==> src/rtl/wtf_pkg.sv <==
// Shared types and constants for the word tokenizer and filter.
// No dependencies; used by every module under rtl/.
package wtf_pkg;

   // Fixed widths of the input byte and of the result request fields
   localparam int CHAR_BITS  = 8;
   localparam int COUNT_BITS = 9;
   localparam int START_BITS = 16;
   localparam int REASON_BITS = 3;

   // Drop reason codes
   localparam logic [REASON_BITS-1:0] DROP_KEPT   = 3'd0;
   localparam logic [REASON_BITS-1:0] DROP_SINGLE = 3'd1;
   localparam logic [REASON_BITS-1:0] DROP_NUMBER = 3'd2;
   localparam logic [REASON_BITS-1:0] DROP_ACC6   = 3'd3;
   localparam logic [REASON_BITS-1:0] DROP_ACC8   = 3'd4;

   // Byte class flags; control bytes have all flags low
   typedef struct packed {
      logic digit;
      logic letter;
      logic word_char;
   } char_class_type;

   // One result request from the word tracker
   typedef struct packed {
      logic                   valid;
      logic                   word_found;
      logic [START_BITS-1:0]  word_start;
      logic [COUNT_BITS-1:0]  word_length;
      logic                   keep_word;
      logic [REASON_BITS-1:0] drop_reason;
      logic                   string_done;
   } word_result_type;

endpackage

==> src/rtl/wtf_char_class.sv <==
// Byte classifier: digit, letter and word-character flags for one byte.
// Depends on wtf_pkg.
module wtf_char_class (
   input  logic [wtf_pkg::CHAR_BITS-1:0] char_code,
   output wtf_pkg::char_class_type       char_class
);

   logic is_ctrl;
   logic is_digit;
   logic is_letter;
   logic is_mark;

   // Control bytes behave as spaces, so they match no class
   assign is_ctrl   = char_code inside {[8'h00:8'h1f], [8'h7f:8'hff]};
   assign is_digit  = char_code inside {[8'h30:8'h39]};
   assign is_letter = char_code inside {[8'h41:8'h5a], [8'h61:8'h7a]};
   // - + _ & ' `
   assign is_mark   = char_code inside {8'h2d, 8'h2b, 8'h5f, 8'h26, 8'h27, 8'h60};

   always_comb begin
      char_class.digit     = is_digit & ~is_ctrl;
      char_class.letter    = is_letter & ~is_ctrl;
      char_class.word_char = (is_digit | is_letter | is_mark) & ~is_ctrl;
   end

endmodule

==> src/rtl/wtf_word_track.sv <==
// Word state tracker: offsets, character count, shape flags and drop decision.
// Depends on wtf_pkg; fed by wtf_char_class.
module wtf_word_track #(
   parameter int MAX_WORD    = 512,
   parameter int OFFSET_BITS = 16
) (
   input  logic                     clock,
   input  logic                     reset,
   input  logic                     step,
   input  wtf_pkg::char_class_type  char_class,
   input  logic                     last_byte,
   output wtf_pkg::word_result_type result
);

   localparam logic [wtf_pkg::COUNT_BITS-1:0] SplitLen =
      wtf_pkg::COUNT_BITS'(MAX_WORD - 1);

   logic                              in_word_ff, in_word_in;
   logic [OFFSET_BITS-1:0]            byte_offset_ff, byte_offset_in;
   logic [OFFSET_BITS-1:0]            start_offset_ff, start_offset_in;
   logic [wtf_pkg::COUNT_BITS-1:0]    char_count_ff, char_count_in;
   logic                              number_ff, number_in;
   logic                              acc6_ff, acc6_in;
   logic                              acc8_ff, acc8_in;

   logic                              closed;
   logic [OFFSET_BITS-1:0]            w_start;
   logic [wtf_pkg::COUNT_BITS-1:0]    w_count;
   logic                              w_number, w_acc6, w_acc8;
   logic [wtf_pkg::REASON_BITS-1:0]   reason;
   logic [31:0]                       start_wide;

   // Word state update for one byte
   always_comb begin
      closed   = 1'b0;
      w_start  = start_offset_ff;
      w_count  = char_count_ff;
      w_number = number_ff;
      w_acc6   = acc6_ff;
      w_acc8   = acc8_ff;
      if (!in_word_ff) begin
         if (char_class.digit | char_class.letter) begin
            w_start  = byte_offset_ff;
            w_count  = wtf_pkg::COUNT_BITS'(1);
            w_number = char_class.digit;
            w_acc6   = char_class.letter;
            w_acc8   = char_class.letter;
            closed   = last_byte;
         end
      end else if (char_class.word_char) begin
         w_number = number_ff & ~char_class.letter;
         w_acc6   = acc6_ff & char_class.digit;
         // second character of an eight-char accession is a letter
         if (char_count_ff == wtf_pkg::COUNT_BITS'(1)) begin
            w_acc8 = acc8_ff & char_class.letter;
         end else begin
            w_acc8 = acc8_ff & char_class.digit;
         end
         w_count = char_count_ff + wtf_pkg::COUNT_BITS'(1);
         closed  = (w_count >= SplitLen) | last_byte;
      end else begin
         closed = 1'b1;
      end
   end

   // Drop decision, in priority order
   always_comb begin
      if (w_count == wtf_pkg::COUNT_BITS'(1)) begin
         reason = wtf_pkg::DROP_SINGLE;
      end else if (w_number) begin
         reason = wtf_pkg::DROP_NUMBER;
      end else if (w_count == wtf_pkg::COUNT_BITS'(6) && w_acc6) begin
         reason = wtf_pkg::DROP_ACC6;
      end else if (w_count == wtf_pkg::COUNT_BITS'(8) && w_acc8) begin
         reason = wtf_pkg::DROP_ACC8;
      end else begin
         reason = wtf_pkg::DROP_KEPT;
      end
   end

   // Next state
   always_comb begin
      in_word_in      = in_word_ff | char_class.digit | char_class.letter;
      start_offset_in = w_start;
      char_count_in   = w_count;
      number_in       = w_number;
      acc6_in         = w_acc6;
      acc8_in         = w_acc8;
      if (closed) begin
         in_word_in    = 1'b0;
         char_count_in = '0;
         number_in     = 1'b0;
         acc6_in       = 1'b0;
         acc8_in       = 1'b0;
      end
      if (last_byte) begin
         byte_offset_in = '0;
         in_word_in     = 1'b0;
         char_count_in  = '0;
      end else begin
         byte_offset_in = byte_offset_ff + OFFSET_BITS'(1);
      end
   end

   always_ff @(posedge clock) begin
      if (reset) begin
         in_word_ff      <= 1'b0;
         byte_offset_ff  <= '0;
         start_offset_ff <= '0;
         char_count_ff   <= '0;
         number_ff       <= 1'b0;
         acc6_ff         <= 1'b0;
         acc8_ff         <= 1'b0;
      end else if (step) begin
         in_word_ff      <= in_word_in;
         byte_offset_ff  <= byte_offset_in;
         start_offset_ff <= start_offset_in;
         char_count_ff   <= char_count_in;
         number_ff       <= number_in;
         acc6_ff         <= acc6_in;
         acc8_ff         <= acc8_in;
      end
   end

   // Result request; fields are zero when no word closed
   assign start_wide = 32'(w_start);

   always_comb begin
      result.valid       = closed | last_byte;
      result.word_found  = closed;
      result.word_start  = closed ? start_wide[wtf_pkg::START_BITS-1:0] : '0;
      result.word_length = closed ? w_count : '0;
      result.keep_word   = closed & (reason == wtf_pkg::DROP_KEPT);
      result.drop_reason = closed ? reason : wtf_pkg::DROP_KEPT;
      result.string_done = last_byte;
   end

endmodule

==> src/rtl/word_tokenizer_filter_core.sv <==
// Word tokenizer and filter, top level: input register, word tracker, result register.
// Depends on wtf_pkg, wtf_char_class and wtf_word_track.
//
// Takes one text byte per request and returns one result request each time a
// word closes (and one for the last byte of every string, which carries
// string_done). A byte is taken every cycle unless the input stage stalls:
// requests land in an input register, the word tracker decides from the
// held byte and updates its state as it moves on, and a result goes into
// the result register. The input stage keeps moving while a result waits,
// as long as the held byte closes no word and is no last byte; a byte that
// does produce a result waits only for the result register to be taken.
// Words longer than MAX_WORD-2 characters are split at MAX_WORD-1; offsets
// count modulo 2^OFFSET_BITS and restart at zero after each string's last byte.
module word_tokenizer_filter_core #(
   parameter int MAX_WORD    = 512,
   parameter int OFFSET_BITS = 16
) (
   input  logic                              clock,
   input  logic                              reset,
   input  logic                              req_valid,
   output logic                              req_ready,
   input  logic [wtf_pkg::CHAR_BITS-1:0]     req_char_code,
   input  logic                              req_last_byte,
   output logic                              rsp_valid,
   input  logic                              rsp_ready,
   output logic                              rsp_word_found,
   output logic [wtf_pkg::START_BITS-1:0]    rsp_word_start,
   output logic [wtf_pkg::COUNT_BITS-1:0]    rsp_word_length,
   output logic                              rsp_keep_word,
   output logic [wtf_pkg::REASON_BITS-1:0]   rsp_drop_reason,
   output logic                              rsp_string_done
);

   logic                              in_valid_ff, in_valid_in;
   logic [wtf_pkg::CHAR_BITS-1:0]     in_char_ff;
   logic                              in_last_ff;
   logic                              out_valid_ff, out_valid_in;
   wtf_pkg::word_result_type          out_data_ff;
   wtf_pkg::char_class_type           char_class;
   wtf_pkg::word_result_type          result;
   logic                              advance;
   logic                              load_out;

   wtf_char_class u_char_class (
      .char_code  (in_char_ff),
      .char_class (char_class)
   );

   wtf_word_track #(
      .MAX_WORD    (MAX_WORD),
      .OFFSET_BITS (OFFSET_BITS)
   ) u_word_track (
      .clock      (clock),
      .reset      (reset),
      .step       (advance),
      .char_class (char_class),
      .last_byte  (in_last_ff),
      .result     (result)
   );

   // Held byte moves on unless its result meets a full result register not being taken
   assign advance  = in_valid_ff & (~result.valid | ~out_valid_ff | rsp_ready);
   assign load_out = advance & result.valid;
   assign req_ready = ~in_valid_ff | advance;

   always_comb begin
      in_valid_in  = req_valid | (in_valid_ff & ~advance);
      out_valid_in = load_out | (out_valid_ff & ~rsp_ready);
   end

   // Input register
   always_ff @(posedge clock) begin
      if (reset) begin
         in_valid_ff <= 1'b0;
      end else if (req_ready) begin
         in_valid_ff <= in_valid_in;
      end
   end

   always_ff @(posedge clock) begin
      if (req_valid & req_ready) begin
         in_char_ff <= req_char_code;
         in_last_ff <= req_last_byte;
      end
   end

   // Result register
   always_ff @(posedge clock) begin
      if (reset) begin
         out_valid_ff <= 1'b0;
      end else begin
         out_valid_ff <= out_valid_in;
      end
   end

   always_ff @(posedge clock) begin
      if (load_out) begin
         out_data_ff <= result;
      end
   end

   assign rsp_valid       = out_valid_ff;
   assign rsp_word_found  = out_data_ff.word_found;
   assign rsp_word_start  = out_data_ff.word_start;
   assign rsp_word_length = out_data_ff.word_length;
   assign rsp_keep_word   = out_data_ff.keep_word;
   assign rsp_drop_reason = out_data_ff.drop_reason;
   assign rsp_string_done = out_data_ff.string_done;

endmodule
==> config.mk <==
export PLATFORM = sky130hd
export DESIGN_NAME = word_tokenizer_filter_core
export DESIGN_NICKNAME = d
export VERILOG_FILES = /design/src/rtl/wtf_pkg.sv /design/src/rtl/wtf_char_class.sv /design/src/rtl/wtf_word_track.sv /design/src/rtl/word_tokenizer_filter_core.sv
export SDC_FILE = /design/constraint.sdc
export NUM_CORES = 1
export LEC_CHECK = 0
export BUFFER_PORTS_ARGS = -buffer_cell sky130_fd_sc_hd__buf_2
export CAP_MARGIN = 20
export CORE_MARGIN = 4
export CORE_UTILIZATION = 50
export CTS_CLUSTER_DIAMETER = 30
export CTS_CLUSTER_SIZE = 10
export DETAILED_ROUTE_END_ITERATION = 12
export GPL_TIMING_DRIVEN = 0
export HOLD_SLACK_MARGIN = 0.06
export PLACE_DENSITY = 0.7
export SYNTH_ARGS = -nofsm -noshare
export SYNTH_HDL_FRONTEND = slang
export SYNTH_SLANG_ARGS = --single-unit
==> constraint.sdc <==
create_clock -name clock -period 4.3 [get_ports clock]
set_input_delay 0.215 -clock clock [delete_from_list [all_inputs] [get_ports clock]]
set_output_delay 0.215 -clock clock [all_outputs]
set_load 0.02 [all_outputs]
==> run_results.csv, run 1 <==
group,metric,value,unit
run_status,run_status,"finished clean",
finish,final_cell_area,4922,µm²
drt,drt-initial-drc-count,201,
floorplan,placeableCoreArea,8299,µm²
drt,mean_routed_wirelength_per_cell,15.51,µm
grt,all_layer_global_routing_usage,20.01,%
placement,routabilityCongestion,0.8668,
worst_setup_path,critPathKind,"register to register",
finish,layout_cells_sized_above_1,15.80,%
floorplan,die-area,10130,µm²
clock_network,clkSinkCount,87,
worst_setup_path,crit_required,4.27,ns
drt,routed_wl,9679,µm
logic_synthesis,dominant_cell_type_by_area_after_synthesis,"sky130_fd_sc_hd__edfxtp_1",
finish,fin_nets,531,
timing,report.final.hold_viol_count,0,
logic_synthesis,share_of_async_settable_or_async_resettable_flops_after_synthesis,0,%
timing,final_report_max_slew_violation_count,0,
clock_network,htree_levels,3,
drt,final_routed_drc_violation_total,0,
run,maxCapViolations,0,
power,share_of_power_burned_in_registers,58.0,%
logic_synthesis,post-synth-top-area-fraction,27.98,%
clock_network,clk_path_buf_depth,2,
logic_synthesis,number_of_distinct_library_cells_after_synthesis,67,
drt,route.vias.total,3517,
min_path,hp-class,"input port to register",
placement,cell_area_after_placement,4652,µm²
worst_setup_path,timing.critical_path.fanout_max,33,
finish,area_growth_syn_to_layout,14.66,%
grt,grt_pass1_vias,3400,
logic_synthesis,synth_seq_area_share,49.90,%
timing,final-setup-viol-count,0,
clock_network,clock_insertion_delay_at_the_later_pin_of_the_skew_report,0.35,ns
logic_synthesis,cell_types_with_the_largest_area_share_after_synthesis,"sky130_fd_sc_hd__edfxtp_1, sky130_fd_sc_hd__dfxtp_1, sky130_fd_sc_hd__nand2_1",
timing,rsz_0062_raised_after_global_routing,"false",
logic_synthesis,yosys_warnings,0,
clock_network,tritoncts,"built",
timing,final_period_minus_worst_setup_slack,3.699,ns
floorplan,start_util,51.73,%
logic_synthesis,synth_seq_cells,87,
logic_synthesis,syn-instance-count,450,
power,clock_power_share,33.8,%
clock_network,clk_root_buffer_cell,"sky130_fd_sc_hd__clkbuf_8",
worst_setup_path,startpoint_type,"register",
floorplan,fp.dieH,100.7,µm
clock_network,buffers_inserted_during_post_cts_setup_optimization,0,
timing,timing_worst_slew_pin_value,0.9716,ns
placement,detailedPlacementHpwl,7003,µm
finish,highest_count_cells_in_the_layout_ignoring_fill_and_taps,"sky130_fd_sc_hd__nand2_1, sky130_fd_sc_hd__nor2_1, sky130_fd_sc_hd__dfxtp_1",
drt,detail-route-antenna-nets,0,
clock_network,numCtsBuffers,9,
worst_setup_path,critical_path.endpoint_type,"register",
logic_synthesis,synth_nets,467,
floorplan,io-pin-count,46,
timing,relative_slew_slack,35.08,%
floorplan,fp.dieW,100.7,µm
finish,final_common_cell,"sky130_fd_sc_hd__nand2_1",
logic_synthesis,syn-cell-area,4293,µm²
timing,hold_slack,0.1385,ns
power,swShare,26.04,%
finish,num_antenna_cells,0,
grt,grt_first_pass_wirelength,16390,µm
timing,timing.clock.skew,0.01162,ns
power,share_comb_of_total_power,8.2,%
grt,grt_max_degree,34,
floorplan,fp-row-count,33,
logic_synthesis,count_of_flip_flops_with_a_built_in_enable_after_synthesis,40,
logic_synthesis,synthFlopType,"sky130_fd_sc_hd__dfxtp_1",
power,net_sw_power,0.3984,mW
power,peakVddDrop,0.1759,mV
clock_network,cts_repair_resize_count,0,
worst_setup_path,cp.arrival,3.67,ns
power,internal_power,1.132,mW
placement,port-buffer-count,44,
grt,globalRoute.totalOverflow,0,
timing,finalCritPeriodShare,86.03,%
logic_synthesis,syn_avg_cell_area,9.540,µm²
grt,number_of_antenna_violations_at_the_first_check_in_global_routing,0,
clock_network,worst_setup_hold_path_clk_slew,0.09,ns
drt,routed_via_density,5.636,
power,power.density,310.8,nW/µm²
drt,drt_pass_1_iters,5,
power,leakage_power_total,1.905,nW
timing,fmaxAchievable,270.3,MHz
finish,fill_cells,756,
==> registers in the layout, summed over array words and instances (netlist names), 3 cells and up <==
| register | count |
|---|---|
| u_word_track.byte_offset_ff | 16 |
| rsp_drop_reason | 3 |
| in_char_ff | 8 |
| u_word_track.char_count_ff | 9 |
| rsp_word_length | 9 |
| u_word_track.start_offset_ff | 16 |
| rsp_word_start | 16 |
==> final timing paths <==
kind         depth (start not counted)                          start  slack [ns]              endpoint
max                                  8  u_word_track.char_count_ff[1]        0.60       rsp_string_done
min                                  3                      req_valid        0.14           in_valid_ff
max reg2reg                          8  u_word_track.char_count_ff[1]        0.60       rsp_string_done
min reg2reg                          2           u_word_track.acc6_ff        0.46  u_word_track.acc6_ff
==> routing by layer <==
layer,part of all wire [%],global-route usage [%],vias to the layer above
met5,0,0,-
met4,0.85,6.218,0
met3,6.4,3.806,5
met2,45,31.34,81
met1,48,28.06,1672
li1,-,-,1759
==> worst max-delay path: stages (launching register included) <==
cell,delay [ns]
sky130_fd_sc_hd__dfxtp_1,0.53
sky130_fd_sc_hd__ha_1,0.32
sky130_fd_sc_hd__nand3_1,0.17
sky130_fd_sc_hd__o311ai_0,0.44
sky130_fd_sc_hd__o211a_1,0.25
sky130_fd_sc_hd__o32ai_2,0.13
sky130_fd_sc_hd__o21ai_2,0.34
sky130_fd_sc_hd__nand2_1,0.32
sky130_fd_sc_hd__nor2_4,0.83
==> repair_timing <==
action	4_1_cts	5_1_grt
hold buffers	9	0
endpoints found under the hold margin	9	0
endpoints found under the setup margin	0	0
==> power groups by stage <==
stage	sequential (mW)	clock [mW]	combinational (mW)
after floorplan	0.911	0	0.0749
after detailed placement	0.906	0	0.119
final	0.887	0.518	0.125
after CTS	0.887	0.535	0.126
after global routing	0.889	0.568	0.138
after global placement	0.906	0	0.116
==> cell type report <==
class / instances / area, µm² / share of cell area [%]
plain buffers: 27 / 116.4 / 2.364
inverters: 17 / 63.81 / 1.296
clock buffers: 9 / 123.9 / 2.517
flip-flops and latches: 87 / 2142 / 43.52
multi-input cells: 319 / 1978 / 40.19
well taps: 105 / 131.4 / 2.669
clock inverters: 7 / 56.30 / 1.144
repair buffers: 53 / 310.3 / 6.304
==> synthesized netlist by cell type (all sizes together) (2+ instances only) <==
| master | count |
|---|---|
| a2bb2oi | 2 |
| and3 | 9 |
| a21oi | 34 |
| and4 | 2 |
| nand3 | 14 |
| ha | 4 |
| xnor2 | 3 |
| mux2i | 18 |
| edfxtp | 40 |
| nand4 | 9 |
| a221oi | 3 |
| or3 | 8 |
| nor4b | 2 |
| o21a | 5 |
| nor2 | 49 |
| nor3 | 9 |
| or4 | 4 |
| and3b | 2 |
| nand2 | 67 |
| nand2b | 5 |
| a2111oi | 2 |
| nor4 | 3 |
| o21ai | 9 |
| xor2 | 6 |
| o22ai | 4 |
| buf | 4 |
| inv | 17 |
| a31oi | 5 |
| dfxtp | 47 |
| a211oi | 7 |
| a22oi | 7 |
| and2 | 5 |
| clkbuf | 23 |
==> logic make-up (layout without fill, tap and decap cells) <==
group | after synthesis | count (layout) | share of synthesized area, %
AOI/OAI and AO/OA | 95 | 95 | 16.70
and+or+nand+nor | 193 | 193 | 22.01
adders and majority gates | 4 | 4 | 1.166
DFF | 87 | 87 | 49.90
buffers and inverters | 44 | 113 | 4.197
xor gates and xnor gates | 9 | 9 | 1.836
muxes | 18 | 18 | 4.197
==> per-stage QoR <==
step	cells	total power, mW	worst slack (ns)	setup TNS [ns]	util, %
after floorplan	450	0.9858	0.4756	0	-
after global placement	599	1.022	-0.5045	-16.30	55.96
after detailed placement	599	1.025	0.6954	0	56.05
after CTS	624	1.547	0.6806	0	59.31
after global routing	624	1.595	0.4856	0	59.31
final	624	1.530	0.6007	0	59.31
Power figures use the tool's default switching activity.
==> inputs of run 2 (changes only) <==
Settings changed: CORE_UTILIZATION 50 to 35, PLACE_DENSITY 0.7 to unset, PLACE_DENSITY_LB_ADDON set to 0.12.
==> run 2 against run 1 <==
Effect of this change: combinational power grew 4%; sequential power hardly changed; die area increased by 39%; maximum frequency rose by 7.9%; worst hold slack improved by 0.024 ns; first-iteration DRC count down 1.5%; critical endpoint is now rsp_word_start[14]; highest routed layer unchanged.
==> run_results.csv, run 2 (synthesis gave the netlist of run 1 again) <==
group,metric,value,unit
run_status,run_status,"finished clean",
clock_network,numCtsBuffers,9,
worst_setup_path,cp.arrival,3.48,ns
clock_network,clk_path_buf_depth,2,
min_path,worstHoldEndpoint,"in_valid_ff",
power,share_of_power_burned_in_registers,50.3,%
grt,grt_first_pass_wirelength,17210,µm
drt,route.vias.total,3540,
min_path,hp-class,"input port to register",
finish,instances_no_fill,667,
drt,routed_via_density,5.307,
grt,globalRoute.totalOverflow,0,
power,internal_power,1.330,mW
timing,timing.clock.skew,0.008746,ns
worst_setup_path,timing.critical_path.fanout_max,19,
finish,num_antenna_cells,0,
power,swShare,24.70,%
floorplan,io-pin-count,46,
worst_setup_path,reg2reg_from,"u_word_track.char_count_ff[1]",
timing,report.final.hold_viol_count,0,
timing,final_report_max_slew_violation_count,0,
min_path,worstHoldStart,"req_valid",
power,power.density,345.9,nW/µm²
finish,layout_cells_sized_above_1,16.15,%
timing,final-setup-viol-count,0,
power,clock_power_share,42.4,%
timing,fmaxAchievable,291.6,MHz
worst_setup_path,critical_path.endpoint_type,"register",
clock_network,tritoncts,"built",
worst_setup_path,timing.reg2reg.setup_slack,0.87,ns
clock_network,cts_hold_repair.buffers,9,
finish,fill_cells,1214,
finish,highest_count_cells_in_the_layout_ignoring_fill_and_taps,"sky130_fd_sc_hd__nand2_1, sky130_fd_sc_hd__nor2_1, sky130_fd_sc_hd__dfxtp_1",
timing,relative_slew_slack,41.00,%
finish,area_growth_syn_to_layout,18.89,%
clock_network,clkSinkCount,87,
grt,all_layer_global_routing_usage,15.18,%
clock_network,buffers_inserted_during_post_cts_setup_optimization,0,
drt,mean_routed_wirelength_per_cell,15.46,µm
drt,drt_pass_1_iters,5,
finish,fin_nets,532,
clock_network,cts_repair_resize_count,0,
drt,routed_wl,10310,µm
floorplan,fp.dieH,118.8,µm
worst_setup_path,critical_path.reg2reg.endpoint,"rsp_word_start[14]",
timing,rsz_0062_raised_after_global_routing,"false",
run,maxCapViolations,0,
clock_network,clock_insertion_delay_at_the_later_pin_of_the_skew_report,0.34,ns
worst_setup_path,critPathKind,"register to register",
timing,finalCritPeriodShare,79.74,%
min_path,min_delay_path_depth,3,
clock_network,worst_setup_hold_path_clk_slew,0.06,ns
clock_network,clk_root_buffer_cell,"sky130_fd_sc_hd__clkbuf_16",
worst_setup_path,ff2ff_path_depth,9,
grt,grt_pass1_vias,3295,
worst_setup_path,startpoint_type,"register",
floorplan,fp.dieW,118.8,µm
floorplan,die-area,14100,µm²
grt,number_of_antenna_violations_at_the_first_check_in_global_routing,0,
placement,routabilityCongestion,0.8306,
floorplan,start_util,35.74,%
floorplan,fp-row-count,40,
placement,place.detailed.instances,642,
timing,timing_worst_slew_pin_value,0.8850,ns
power,total_power,1.766,mW
power,net_sw_power,0.4360,mW
timing,hold_slack,0.1628,ns
grt,grt_max_degree,20,
floorplan,placeableCoreArea,12010,µm²
timing,setup_ws,0.8710,ns
drt,detail-route-antenna-nets,0,
placement,dp_slack,0.8555,ns
power,peakVddDrop,0.1594,mV
timing,final_period_minus_worst_setup_slack,3.429,ns
placement,detailedPlacementHpwl,7380,µm
power,share_comb_of_total_power,7.3,%
drt,final_routed_drc_violation_total,0,
finish,final_common_cell,"sky130_fd_sc_hd__nand2_1",
power,leakage_power_total,1.975,nW
drt,drt-initial-drc-count,198,
placement,port-buffer-count,44,
worst_setup_path,crit_required,4.35,ns
clock_network,htree_levels,3,
## run 2: cell count changes in the layout (fill, tap and decap cells not counted)
cell,change
sky130_fd_sc_hd__clkbuf_8,-8
sky130_fd_sc_hd__clkbuf_16,+9
sky130_fd_sc_hd__clkinv_2,+2
sky130_fd_sc_hd__clkinvlp_4,-2
sky130_fd_sc_hd__clkinv_4,-1
sky130_fd_sc_hd__clkinv_1,-1
sky130_fd_sc_hd__inv_8,-1
sky130_fd_sc_hd__inv_6,+1
sky130_fd_sc_hd__inv_4,+1
sky130_fd_sc_hd__buf_16,+1
## run 2: worst max-delay path by stage
stage	cells past startpoint	endpoint	slack [ns]	from
2_1_floorplan	7	rsp_drop_reason[0]	0.48	in_char_ff[1]
3_3_place_gp	8	rsp_word_length[3]	-0.76	u_word_track.char_count_ff[1]
4_1_cts	9	rsp_word_start[10]	0.84	u_word_track.char_count_ff[1]
6_report	9	rsp_word_start[14]	0.87	u_word_track.char_count_ff[1]
5_1_grt	10	u_word_track.char_count_ff[8]	0.56	u_word_track.char_count_ff[1]
3_5_place_dp	9	rsp_word_start[9]	0.86	u_word_track.char_count_ff[1]
## run 2: per-stage QoR
stage	util (%)	TNS [ns]	area [µm²]
final	42.49	0	5104
after global routing	42.49	0	5104
after CTS	42.49	0	5104
after detailed placement	39.40	0	4732
after global placement	39.10	-24.82	4697
after floorplan	-	0	4293
## run 2: critical path: stages (launching register included)
cell,delay [ns]
sky130_fd_sc_hd__dfxtp_1,0.52
sky130_fd_sc_hd__ha_1,0.32
sky130_fd_sc_hd__nand3_1,0.17
sky130_fd_sc_hd__o311ai_0,0.36
sky130_fd_sc_hd__o211a_1,0.23
sky130_fd_sc_hd__o32ai_2,0.12
sky130_fd_sc_hd__o21ai_2,0.33
sky130_fd_sc_hd__nand2_1,0.32
sky130_fd_sc_hd__nor2_4,0.51
sky130_fd_sc_hd__buf_16,0.24
## run 2: layout make-up
type,count,area (µm²),area share [%]
inverters,17,63.81,1.250
well taps,147,183.9,3.604
flip-flops and latches,87,2142,41.97
clock inverters,6,42.54,0.8335
clock buffers,10,239.0,4.683
repair buffers,54,337.8,6.619
multi-input cells,319,1978,38.76
plain buffers,27,116.4,2.280
## run 2: power by group through the flow
stage / Combinational, mW / Sequential, mW / Clock (mW)
final: 0.130 / 0.887 / 0.748
after floorplan: 0.0749 / 0.911 / 0
after CTS: 0.130 / 0.887 / 0.768
after global routing: 0.144 / 0.889 / 0.807
after detailed placement: 0.124 / 0.906 / 0
after global placement: 0.119 / 0.906 / 0
## run 2: per-layer routing
metal  up-vias  GRT usage [%]  wire length (µm)  part of all wire [%]
li1       1768              -                 -                     -
met1      1670          22.65              5300                    51
met5         -              0                 0                     0
met4         0          6.662               140                   1.4
met3        10          2.488               544                   5.3
met2        92          21.42              4323                    42
==> inputs of run 3 (changes only) <==
Clock period 4.3 ns to 3.35 ns, I/O delays scaled along.
==> run 3 against run 2 <==
Effect of this change: via count barely moved; sequential share of layout area fell by 1.2 points; non-clock buffer count rose by 10; total power rose by 26%.
==> run_results.csv, run 3 (synthesis gave the netlist of run 1 again) <==
group,metric,value,unit
clock_network,clk_path_buf_depth,2,
power,power.density,423.9,nW/µm²
timing,relative_slew_slack,42.82,%
drt,detail-route-antenna-nets,0,
grt,number_of_antenna_violations_at_the_first_check_in_global_routing,0,
finish,num_antenna_cells,0,
worst_setup_path,timing.critical_path.fanout_max,10,
power,clock_power_share,40.8,%
worst_setup_path,critical_path.endpoint_type,"register",
power,leakage_power_total,2.042,nW
floorplan,io-pin-count,46,
grt,grt_first_pass_wirelength,17390,µm
clock_network,worst_setup_hold_path_clk_slew,0.06,ns
power,total_power,2.232,mW
placement,detailedPlacementHpwl,7374,µm
timing,finalCritPeriodShare,96.80,%
finish,fin_nets,542,
min_path,hp-class,"input port to register",
power,share_comb_of_total_power,8.1,%
worst_setup_path,worst_path_max_delay_cell,"sky130_fd_sc_hd__or4_4",
clock_network,tritoncts,"built",
floorplan,start_util,35.74,%
timing,timing.clock.skew,0.005805,ns
power,peakVddDrop,0.1797,mV
finish,layout_cells_sized_above_1,19.06,%
grt,grt_max_degree,20,
worst_setup_path,critical_path.cell_chain,"or4_4 -> a31oi_4 -> and3_4 -> a21oi_4 -> buf_8 -> a211oi_4 -> nand3_2 -> or4b_4 -> nor4b_2",
worst_setup_path,crit_path_max_incr_delay,0.60,ns
floorplan,die-area,14100,µm²
floorplan,fp.dieW,118.8,µm
placement,routabilityCongestion,0.8341,
timing,hold_slack,0.1339,ns
floorplan,fp.dieH,118.8,µm
timing,timing_worst_slew_pin_value,0.8538,ns
timing,fmaxAchievable,308.4,MHz
timing,report.final.hold_viol_count,0,
run_status,run_status,"finished clean",
power,net_sw_power,0.5397,mW
timing,final_period_minus_worst_setup_slack,3.243,ns
drt,routed_via_density,5.225,
power,swShare,24.19,%
worst_setup_path,startpoint_type,"register",
finish,final_common_cell,"sky130_fd_sc_hd__nand2_1",
power,internal_power,1.692,mW
clock_network,clk_root_buffer_cell,"sky130_fd_sc_hd__clkbuf_16",
grt,globalRoute.totalOverflow,0,
drt,route.vias.total,3537,
clock_network,htree_levels,3,
grt,all_layer_global_routing_usage,15.27,%
floorplan,fp-row-count,40,
worst_setup_path,crit_required,3.41,ns
clock_network,clkSinkCount,87,
timing,final_report_max_slew_violation_count,0,
finish,highest_count_cells_in_the_layout_ignoring_fill_and_taps,"sky130_fd_sc_hd__nand2_1, sky130_fd_sc_hd__nor2_1, sky130_fd_sc_hd__dfxtp_1",
drt,final_routed_drc_violation_total,0,
run,maxCapViolations,0,
finish,area_growth_syn_to_layout,22.65,%
worst_setup_path,cp.arrival,3.31,ns
worst_setup_path,critPathKind,"register to register",
power,share_of_power_burned_in_registers,51.0,%
drt,mean_routed_wirelength_per_cell,15.30,µm
drt,drt_pass_1_iters,4,
placement,port-buffer-count,44,
clock_network,numCtsBuffers,9,
timing,final-setup-viol-count,0,
drt,drt-initial-drc-count,204,
floorplan,placeableCoreArea,12010,µm²
grt,grt_pass1_vias,3367,
clock_network,clock_insertion_delay_at_the_later_pin_of_the_skew_report,0.34,ns
drt,routed_wl,10360,µm
-- run 3: routing by layer --
metal | track usage (%) | vias up | part of all wire, %
li1 | - | 1785 | -
met1 | 22.27 | 1672 | 51
met2 | 21.74 | 71 | 43
met3 | 4.211 | 9 | 4.8
met4 | 4.924 | 0 | 1.1
met5 | 0 | - | 0
-- run 3: repair_timing --
action,in CTS,in global routing
buffers inserted,1,9
endpoints found under the hold margin,9,0
gates resized for setup,8,10
endpoints found under the setup margin,31,54
hold buffers,9,0
pin swaps,1,11
-- run 3: final cells by class --
cell class,instances,area (µm²)
flip-flops and latches,87,2145
fillers,1209,6746
multi-input cells,319,2062
inverters,17,63.81
repair buffers,64,425.4
clock inverters,5,31.28
well taps,147,183.9
plain buffers,27,121.4
clock buffers,11,232.7
-- run 3: power by group through the flow --
stage | registers, mW | logic (mW) | clock network [mW]
finish | 1.14 | 0.182 | 0.911
global route | 1.14 | 0.201 | 0.990
CTS | 1.14 | 0.173 | 0.948
detailed placement | 1.16 | 0.159 | 0
global placement | 1.16 | 0.152 | 0
floorplan | 1.17 | 0.0965 | 0
-- run 3: path summary, 6_finish.rpt --
| path | start | end | slack, ns | depth (start not counted) |
|---|---|---|---|---|
| max | in_char_ff[2] | rsp_keep_word | 0.11 | 9 |
| min reg2reg | u_word_track.number_ff | u_word_track.number_ff | 0.46 | 2 |
| min | req_valid | in_valid_ff | 0.13 | 3 |
| max reg2reg | in_char_ff[2] | rsp_keep_word | 0.11 | 9 |
-- run 3: critical path: cells and delay by family, from the launching register on --
kind                   cells  cell delay [ns]
buffers and inverters      1             0.17
AO/OA/AOI/OAI              3             0.61
flip-flops                 1             0.42
AND/OR/NAND/NOR            5             1.78
-- run 3: through the flow --
step,cells,worst slack [ns],utilization (%),cell area [µm²],TNS [ns]
after CTS,668,0.002344,42.99,5164,0
after floorplan,450,0.06041,-,4295,0
after global placement,641,-0.8394,39.13,4700,-27.34
final,677,0.1073,43.83,5265,0
after global routing,677,-0.01382,43.83,5265,-0.01382
after detailed placement,642,-0.07985,39.40,4732,-1.522
